$ cat config.mk
export PLATFORM = sky130hd
export DESIGN_NAME = circle_rasterizer_core
export DESIGN_NICKNAME = d
export VERILOG_FILES = /design/src/rtl/crc_pkg.sv /design/src/rtl/crc_step.sv /design/src/rtl/circle_rasterizer_core.sv
export SDC_FILE = /design/constraint.sdc
export NUM_CORES = 1
export LEC_CHECK = 0
export BUFFER_PORTS_ARGS = -buffer_cell sky130_fd_sc_hd__buf_2
export CAP_MARGIN = 20
export CORE_ASPECT_RATIO = 1.25
export CORE_MARGIN = 2
export CORE_UTILIZATION = 35
export CTS_BUF_LIST = sky130_fd_sc_hd__clkbuf_4
export DETAILED_ROUTE_END_ITERATION = 8
export MAX_ROUTING_LAYER = met4
export PLACE_DENSITY = 0.49
export REMOVE_ABC_BUFFERS = 1
export SLEW_MARGIN = 20
export SYNTH_ARGS = -nofsm -noshare
export SYNTH_HDL_FRONTEND = slang
export SYNTH_SLANG_ARGS = --single-unit
$ cat constraint.sdc
create_clock -name clk -period 14.9 [get_ports clk]
set_input_delay 2.235 -clock clk [delete_from_list [all_inputs] [get_ports clk]]
set_output_delay 2.235 -clock clk [all_outputs]
set_load 0.03 [all_outputs]
$ cat src/rtl/crc_pkg.sv
// Shared constants and codes for the circle rasterizer.
package crc_pkg;

	// Width of every output coordinate
	localparam int OUT_BITS = 15;

	// Result stream tdata: x_start, x_end, y_pos, padded to whole bytes
	localparam int M_DATA_BITS = ((3 * OUT_BITS + 7) / 8) * 8;

	// Input tuser codes
	localparam logic ACT_LOAD = 1'b0;
	localparam logic ACT_STEP = 1'b1;

	// Result kind codes
	localparam logic KIND_POINT = 1'b0;
	localparam logic KIND_SPAN  = 1'b1;

	// Last result index of a step in each mode
	localparam logic [2:0] LAST_POINT_IDX = 3'd7;
	localparam logic [2:0] LAST_SPAN_IDX  = 3'd3;

endpackage

$ cat src/rtl/crc_step.sv
// One iteration of the three-way decision update of the circle walk.
module crc_step #(
	parameter int RADIUS_BITS = 12
) (
	input  logic signed [RADIUS_BITS:0]   ox,
	input  logic signed [RADIUS_BITS:0]   oy,
	input  logic signed [RADIUS_BITS+2:0] dec,
	input  logic        [RADIUS_BITS-1:0] radius,
	output logic signed [RADIUS_BITS:0]   ox_next,
	output logic signed [RADIUS_BITS:0]   oy_next,
	output logic signed [RADIUS_BITS+2:0] dec_next,
	output logic                          done
);

	localparam int DW = RADIUS_BITS + 3;

	logic signed [DW-1:0] ox_w;
	logic signed [DW-1:0] oy_w;
	logic signed [DW-1:0] rad_w;
	logic signed [DW-1:0] two_ox;
	logic signed [DW-1:0] two_rd;

	always_comb begin
		ox_w   = DW'(ox);
		oy_w   = DW'(oy);
		rad_w  = $signed({{(DW-RADIUS_BITS){1'b0}}, radius});
		two_ox = ox_w <<< 1;
		two_rd = (rad_w - oy_w) <<< 1;

		if (dec >= two_ox) begin
			dec_next = dec - two_ox - DW'(1);
			ox_next  = ox + (RADIUS_BITS+1)'(1);
			oy_next  = oy;
		end else if (dec < two_rd) begin
			dec_next = dec + (oy_w <<< 1) - DW'(1);
			ox_next  = ox;
			oy_next  = oy - (RADIUS_BITS+1)'(1);
		end else begin
			// diagonal move
			dec_next = dec + ((oy_w - ox_w - DW'(1)) <<< 1);
			ox_next  = ox + (RADIUS_BITS+1)'(1);
			oy_next  = oy - (RADIUS_BITS+1)'(1);
		end

		done = oy_next < ox_next;
	end

endmodule

$ cat src/rtl/circle_rasterizer_core.sv
// Circle rasterizer: load a circle, then step it to emit points or spans.
//
// Input channel (s_*): one transfer is either a load (s_tuser = load) that
// stores centre, radius and mode and emits nothing, or a step that runs one
// iteration of the circle walk. A step on a finished or unloaded circle is
// taken and emits nothing.
// Output channel (m_*): a step emits eight points (outline mode) or four
// horizontal spans (fill mode), one transfer per cycle while not stalled by
// m_tready. m_tlast marks the last result of a step; m_tuser[1] is set on
// every result of the step that ends the circle.
// Timing: the walk state is updated in the cycle the step is taken, and the
// step's results are registered as a held copy, from which they are
// sequenced into the output register, so a step occupies the output for
// eight transfers (outline) or four (fill); the next step is taken in the cycle
// its predecessor's last result moves into the output register. Loads and
// idle steps never occupy the output.
// Reset clears the walk (no circle loaded) and empties the output.
// A stall on m_tready holds the output register and, while a held step waits
// behind it, back-pressures s_tready.
module circle_rasterizer_core #(
	parameter int COORD_BITS  = 14,
	parameter int RADIUS_BITS = 12
) (
	input  logic clk,
	input  logic arst_n,

	input  logic                                        s_tvalid,
	output logic                                        s_tready,
	// center_x, center_y, radius, fill_mode, zero pad
	input  logic [((2*COORD_BITS+RADIUS_BITS+1+7)/8)*8-1:0] s_tdata,
	// action
	input  logic                                        s_tuser,

	output logic                                        m_tvalid,
	input  logic                                        m_tready,
	// x_start, x_end, y_pos, zero pad
	output logic [crc_pkg::M_DATA_BITS-1:0]             m_tdata,
	// kind, circle_done
	output logic [1:0]                                  m_tuser,
	// last_of_step
	output logic                                        m_tlast
);

	localparam int C   = COORD_BITS;
	localparam int R   = RADIUS_BITS;
	localparam int DW  = R + 3;
	localparam int OB  = crc_pkg::OUT_BITS;
	localparam int SW  = ((C > R + 1) ? C : R + 1) + 1;
	localparam int MDB = crc_pkg::M_DATA_BITS;

	// Unpacked input fields
	logic signed [C-1:0] in_cx;
	logic signed [C-1:0] in_cy;
	logic        [R-1:0] in_rad;
	logic                in_fill;

	assign in_cx   = $signed(s_tdata[C-1:0]);
	assign in_cy   = $signed(s_tdata[2*C-1:C]);
	assign in_rad  = s_tdata[2*C+R-1:2*C];
	assign in_fill = s_tdata[2*C+R];

	// Walk state
	logic signed [C-1:0]  cx_q;
	logic signed [C-1:0]  cy_q;
	logic        [R-1:0]  rad_q;
	logic                 fill_q;
	logic signed [R:0]    ox_q;
	logic signed [R:0]    oy_q;
	logic signed [DW-1:0] dec_q;
	logic                 active_q;

	logic signed [R:0]    ox_next;
	logic signed [R:0]    oy_next;
	logic signed [DW-1:0] dec_next;
	logic                 step_done;

	crc_step #(
		.RADIUS_BITS(R)
	) u_step (
		.ox      (ox_q),
		.oy      (oy_q),
		.dec     (dec_q),
		.radius  (rad_q),
		.ox_next (ox_next),
		.oy_next (oy_next),
		.dec_next(dec_next),
		.done    (step_done)
	);

	// Mirrored coordinates of the current iteration
	logic signed [OB-1:0] cx_p_ox, cx_m_ox, cx_p_oy, cx_m_oy;
	logic signed [OB-1:0] cy_p_ox, cy_m_ox, cy_p_oy, cy_m_oy;

	always_comb begin
		cx_p_ox = OB'(SW'(cx_q) + SW'(ox_q));
		cx_m_ox = OB'(SW'(cx_q) - SW'(ox_q));
		cx_p_oy = OB'(SW'(cx_q) + SW'(oy_q));
		cx_m_oy = OB'(SW'(cx_q) - SW'(oy_q));
		cy_p_ox = OB'(SW'(cy_q) + SW'(ox_q));
		cy_m_ox = OB'(SW'(cy_q) - SW'(ox_q));
		cy_p_oy = OB'(SW'(cy_q) + SW'(oy_q));
		cy_m_oy = OB'(SW'(cy_q) - SW'(oy_q));
	end

	// Held step being sequenced onto the output
	logic                 job_valid_s1;
	logic                 job_fill_s1;
	logic                 job_done_s1;
	logic signed [OB-1:0] a_s1, b_s1, c_s1, d_s1, e_s1, f_s1, g_s1, h_s1;
	logic        [2:0]    idx_q;

	logic       in_xfer;
	logic       step_emits;
	logic       out_adv;
	logic [2:0] last_idx;
	logic       job_end;

	assign last_idx   = job_fill_s1 ? crc_pkg::LAST_SPAN_IDX : crc_pkg::LAST_POINT_IDX;
	assign out_adv    = job_valid_s1 && (!m_tvalid || m_tready);
	assign job_end    = out_adv && (idx_q == last_idx);
	assign s_tready   = !job_valid_s1 || job_end;
	assign in_xfer    = s_tvalid && s_tready;
	assign step_emits = in_xfer && (s_tuser == crc_pkg::ACT_STEP) && active_q;

	// Result selected by the sequence index
	logic                 sel_kind;
	logic signed [OB-1:0] sel_xs, sel_xe, sel_y;

	always_comb begin
		sel_kind = job_fill_s1 ? crc_pkg::KIND_SPAN : crc_pkg::KIND_POINT;
		sel_xs   = a_s1;
		sel_xe   = a_s1;
		sel_y    = g_s1;
		if (job_fill_s1) begin
			case (idx_q[1:0])
				2'd0: begin sel_xs = d_s1; sel_xe = c_s1; sel_y = e_s1; end
				2'd1: begin sel_xs = b_s1; sel_xe = a_s1; sel_y = g_s1; end
				2'd2: begin sel_xs = b_s1; sel_xe = a_s1; sel_y = h_s1; end
				default: begin sel_xs = d_s1; sel_xe = c_s1; sel_y = f_s1; end
			endcase
		end else begin
			case (idx_q)
				3'd0: begin sel_xs = a_s1; sel_y = g_s1; end
				3'd1: begin sel_xs = c_s1; sel_y = e_s1; end
				3'd2: begin sel_xs = b_s1; sel_y = g_s1; end
				3'd3: begin sel_xs = d_s1; sel_y = e_s1; end
				3'd4: begin sel_xs = a_s1; sel_y = h_s1; end
				3'd5: begin sel_xs = c_s1; sel_y = f_s1; end
				3'd6: begin sel_xs = b_s1; sel_y = h_s1; end
				default: begin sel_xs = d_s1; sel_y = f_s1; end
			endcase
			sel_xe = sel_xs;
		end
	end

	// Walk state control
	always_ff @(posedge clk or negedge arst_n) begin
		if (!arst_n) begin
			cx_q     <= '0;
			cy_q     <= '0;
			rad_q    <= '0;
			fill_q   <= 1'b0;
			ox_q     <= '0;
			oy_q     <= '0;
			dec_q    <= '0;
			active_q <= 1'b0;
		end else if (in_xfer) begin
			if (s_tuser == crc_pkg::ACT_LOAD) begin
				cx_q     <= in_cx;
				cy_q     <= in_cy;
				rad_q    <= in_rad;
				fill_q   <= in_fill;
				ox_q     <= '0;
				oy_q     <= $signed({1'b0, in_rad});
				dec_q    <= $signed({{(DW-R){1'b0}}, in_rad}) - DW'(1);
				active_q <= 1'b1;
			end else if (active_q) begin
				ox_q     <= ox_next;
				oy_q     <= oy_next;
				dec_q    <= dec_next;
				active_q <= !step_done;
			end
		end
	end

	// Held step control
	always_ff @(posedge clk or negedge arst_n) begin
		if (!arst_n) begin
			job_valid_s1 <= 1'b0;
			idx_q        <= '0;
		end else if (step_emits) begin
			job_valid_s1 <= 1'b1;
			idx_q        <= '0;
		end else if (job_end) begin
			job_valid_s1 <= 1'b0;
			idx_q        <= '0;
		end else if (out_adv) begin
			idx_q <= idx_q + 3'd1;
		end
	end

	always_ff @(posedge clk) begin
		if (step_emits) begin
			job_fill_s1 <= fill_q;
			job_done_s1 <= step_done;
			a_s1        <= cx_p_ox;
			b_s1        <= cx_m_ox;
			c_s1        <= cx_p_oy;
			d_s1        <= cx_m_oy;
			e_s1        <= cy_p_ox;
			f_s1        <= cy_m_ox;
			g_s1        <= cy_p_oy;
			h_s1        <= cy_m_oy;
		end
	end

	// Output register
	always_ff @(posedge clk or negedge arst_n) begin
		if (!arst_n) begin
			m_tvalid <= 1'b0;
		end else if (out_adv) begin
			m_tvalid <= 1'b1;
		end else if (m_tready) begin
			m_tvalid <= 1'b0;
		end
	end

	always_ff @(posedge clk) begin
		if (out_adv) begin
			m_tdata <= MDB'({sel_y, sel_xe, sel_xs});
			m_tuser <= {job_done_s1, sel_kind};
			m_tlast <= (idx_q == last_idx);
		end
	end

`ifndef ASSERT_OFF
	// A live walk never has offset y below offset x
	assert property (@(posedge clk) disable iff (!arst_n)
		active_q |-> (oy_q >= ox_q))
		else $error("walk live with offset y below offset x");

	// A step on a live circle always produces a held step
	assert property (@(posedge clk) disable iff (!arst_n)
		step_emits |=> job_valid_s1 && (idx_q == 3'd0))
		else $error("step taken but no results queued");

	// The final index of a held step is marked as the last transfer
	assert property (@(posedge clk) disable iff (!arst_n)
		job_end |=> m_tvalid && m_tlast)
		else $error("end of step not flagged on output");

	// Fill mode never sequences beyond its four spans
	assert property (@(posedge clk) disable iff (!arst_n)
		(job_valid_s1 && job_fill_s1) |-> !idx_q[2])
		else $error("span index out of range");
`endif

endmodule
==> impl_metrics.json <==
{
  "status": "finished clean",
  "finalSetupTns_ns": 0,
  "ys_ff_latch": 253,
  "synth_area_per_cell_um2": 9.60,
  "layout-drive-gt1-share": 0.135,
  "synth_cell_types": 79,
  "worstSetupStartpoint": "oy_q[1]",
  "cp-start-kind": "flip-flop",
  "r2r-end": "active_q",
  "synth_area_leaders": "edfxtp_1 (25%), ha_1 (14%), dfrtp_1 (11%)",
  "hold_buffers": 0,
  "worstRegToRegCells": 26,
  "crit_type": "flip-flop to flip-flop",
  "netlist_area_um2": 19500,
  "max_freq_mhz": 143,
  "die_h_um": 268,
  "dr.pass1.iters": 7,
  "place_area_um2": 20700,
  "synth-seq-area-share": 0.367,
  "critPathCaptureType": "flip-flop",
  "grt_max_degree": 77,
  "post-cts-setup-buffers": 0,
  "worst_ep_arrival_time_ns": 7.68,
  "hold_viol_final": 0,
  "cts_resized": 0,
  "drc_errors": 0,
  "coreArea_um2": 55000,
  "via_per_inst": 5.32,
  "rows": 96,
  "tritoncts": "yes",
  "synth_warnings": 0,
  "initial_utilization": 0.354,
  "ioPinCount": 106,
  "fin_crit_ns": 6.98,
  "routed_wl_um": 58100,
  "wl_per_cell_um": 19.8,
  "area_growth_pct": 11.5,
  "nFillCells": 5669,
  "nets": 2433,
  "gp_congestion": 0.873,
  "syn_inst": 2030,
  "vias": 15630,
  "rsz0062_at_grt": "no",
  "post-route-period-util": 0.468,
  "path_max_fanout": 25,
  "cts_buffers": 74,
  "slew_violations": 0,
  "io_buffers": 95,
  "synth_top_area_share": 0.254,
  "slew_headroom": 0.331,
  "ant_nets": 0,
  "grt_pass1_vias": 16368,
  "hold_class": "flip-flop to flip-flop",
  "dp_hpwl_um": 44200,
  "clkLatencyLatePin_ns": 0.83,
  "synth_top_area_cell": "edfxtp_1",
  "clockBufferDepth": 3,
  "clkSlewWorstSetupHoldPaths_ns": 0.07,
  "synth_edf_count": 165,
  "ys_async_sr_fraction": 0.348,
  "overflow": 0,
  "grt_pass1_wl_um": 89200,
  "cts_root_buf": "clkbuf_4",
  "die-area_um2": 57600,
  "setup_viol": 0,
  "maxCapViolCount": 0,
  "drtIter0Drc": 848,
  "cts.sink_count": 253,
  "r2r_start": "oy_q[1]",
  "synth_flop_cell": "edfxtp_1",
  "required_ns": 15.60,
  "antenna_found_initial": 1,
  "cts_max_level": 3,
  "critPathCapture": "active_q",
  "stdcell_area_um2": 21700,
  "fin_skew_ns": 0.0955,
  "min_path_cells": 0,
  "grt_use_total": 0.209,
  "worst_pin_slew_ns": 1.00,
  "fp.dieW_um": 215,
  "ff2ff_setup_slack_ns": 7.92
}
## area by class of cell
class                           instances  area [um^2]  share of cell area
Clock buffer                          117          878              0.0404
Clock inverter                         17          133             0.00611
Timing Repair Buffer                  114          621              0.0286
Sequential cell                       253         7160               0.329
Tap cell                              735          920              0.0423
Multi-Input combinational cell       1528        11400               0.523
Inverter                              172          648              0.0298
Antenna cell                            1         2.50            0.000115
## worst max-delay path, cell delays in order, from the launching register on
cell,delay (ns)
dfrtp_1,0.71
inv_1,0.42
ha_1,0.38
nor2b_1,0.12
o21ai_0,0.26
a21boi_0,0.14
o21ai_0,0.25
a21boi_0,0.20
o2111ai_1,0.30
nand3_1,0.14
a311o_1,0.34
ha_1,0.32
nand2_1,0.09
nor3_1,0.23
o211ai_1,0.16
a21oi_2,0.16
buf_4,0.34
o2111a_1,0.44
xnor2_1,0.13
ha_1,0.33
a21o_1,0.18
a211o_1,0.30
a221oi_1,0.27
inv_1,0.06
a31oi_1,0.27
o31ai_1,0.15
o21ba_1,0.19
## metal layers
metal  GRT usage  vias up  wire, um
li1            -     7678         -
met1       0.224     7500     23600
met2       0.378      319     29800
met3      0.0302      133      2050
met4       0.107        0      2610
met5           -        -         0
## state kept, by name (all words and copies together) (netlist names)
register / count
fill_q: 1
m_tdata: 44
ox_q: 13
job_fill_s1: 1
idx_q: 3
m_tuser: 2
a_s1: 15
cy_q: 14
rad_q: 12
e_s1: 15
active_q: 1
h_s1: 14
job_done_s1: 1
dec_q: 15
b_s1: 14
f_s1: 14
c_s1: 15
m_tvalid: 1
job_valid_s1: 1
m_tlast: 1
oy_q: 13
cx_q: 14
d_s1: 14
g_s1: 15
## cells by family (layout without fill, tap and decap cells)
family                     count (synthesis)  in the layout  share of synthesized area
DFF                                      253            253                      0.367
buffers and inverters                    251            420                     0.0505
muxes                                     87             87                     0.0469
AOI/OAI and AO/OA                        561            561                      0.185
xor gates and xnor gates                 167            167                     0.0758
and+or+nand+nor                          473            473                      0.117
other                                      1              4                   0.000192
adders and majority gates                237            237                      0.157
## synthesized netlist by cell type (6+ instances only)
master,count
a22oi_1,6
a21oi_1,170
and3_1,22
a21o_1,22
nor2b_1,24
mux2i_1,52
nor3b_1,8
o31ai_1,8
buf_1,7
o21a_1,7
nor3_1,44
or3_1,16
o41ai_1,9
o21ai_1,13
clkbuf_1,54
nor2_1,114
mux2_2,35
o211ai_1,15
nand3_1,38
edfxtp_1,165
buf_2,12
xnor2_1,128
a222oi_1,29
xor2_1,37
a221o_1,6
a211oi_1,39
o2111ai_1,8
o22ai_1,9
inv_1,171
fa_1,13
nand4_1,8
a31oi_1,17
nand2_1,138
nand2b_1,32
nor4_1,6
ha_1,224
o21bai_1,29
o21ai_0,126
dfrtp_1,88
## worst min-delay path by stage
stage | start | endpoint | slack, ns
floorplan | job_done_s1 | m_tuser[1] | 0.40
global placement | job_done_s1 | m_tuser[1] | 0.41
detailed placement | fill_q | job_fill_s1 | 0.44
CTS | job_done_s1 | m_tuser[1] | 0.45
global route | fill_q | job_fill_s1 | 0.47
finish | job_done_s1 | m_tuser[1] | 0.45
## placed cells by master (no fill, tap or decap), types with 16 or more instances in the layout
cell type,netlist,final
ha_1,224,223
nand3_1,38,38
mux2i_1,52,52
a211oi_1,39,39
nand2_1,138,138
xor2_1,37,37
a21oi_1,170,170
buf_2,12,94
nor2b_1,24,24
or3_1,16,16
a31oi_1,17,17
xnor2_1,128,128
nor2_1,114,114
clkbuf_4,0,117
a222oi_1,29,29
nand2b_1,32,32
and3_1,22,22
edfxtp_1,165,165
o21ai_0,126,126
nor3_1,44,44
dfrtp_1,88,88
a21o_1,22,22
o21bai_1,29,29
buf_4,5,20
mux2_2,35,35
inv_1,171,169
## stage by stage
stage          hold slack, ns  cells  setup slack [ns]   util
2_1_floorplan           0.400   1953              7.84      -
3_3_place_gp            0.409   2802              7.83  0.376
3_5_place_dp            0.437   2802              7.85  0.376
4_1_cts                 0.445   2936              7.86  0.395
5_1_grt                 0.471   2937              7.28  0.395
6_report                0.447   2937              7.92  0.395
Power is not shown: default switching activity piles up to over one toggle a cycle in this logic, so the estimate is an artifact.
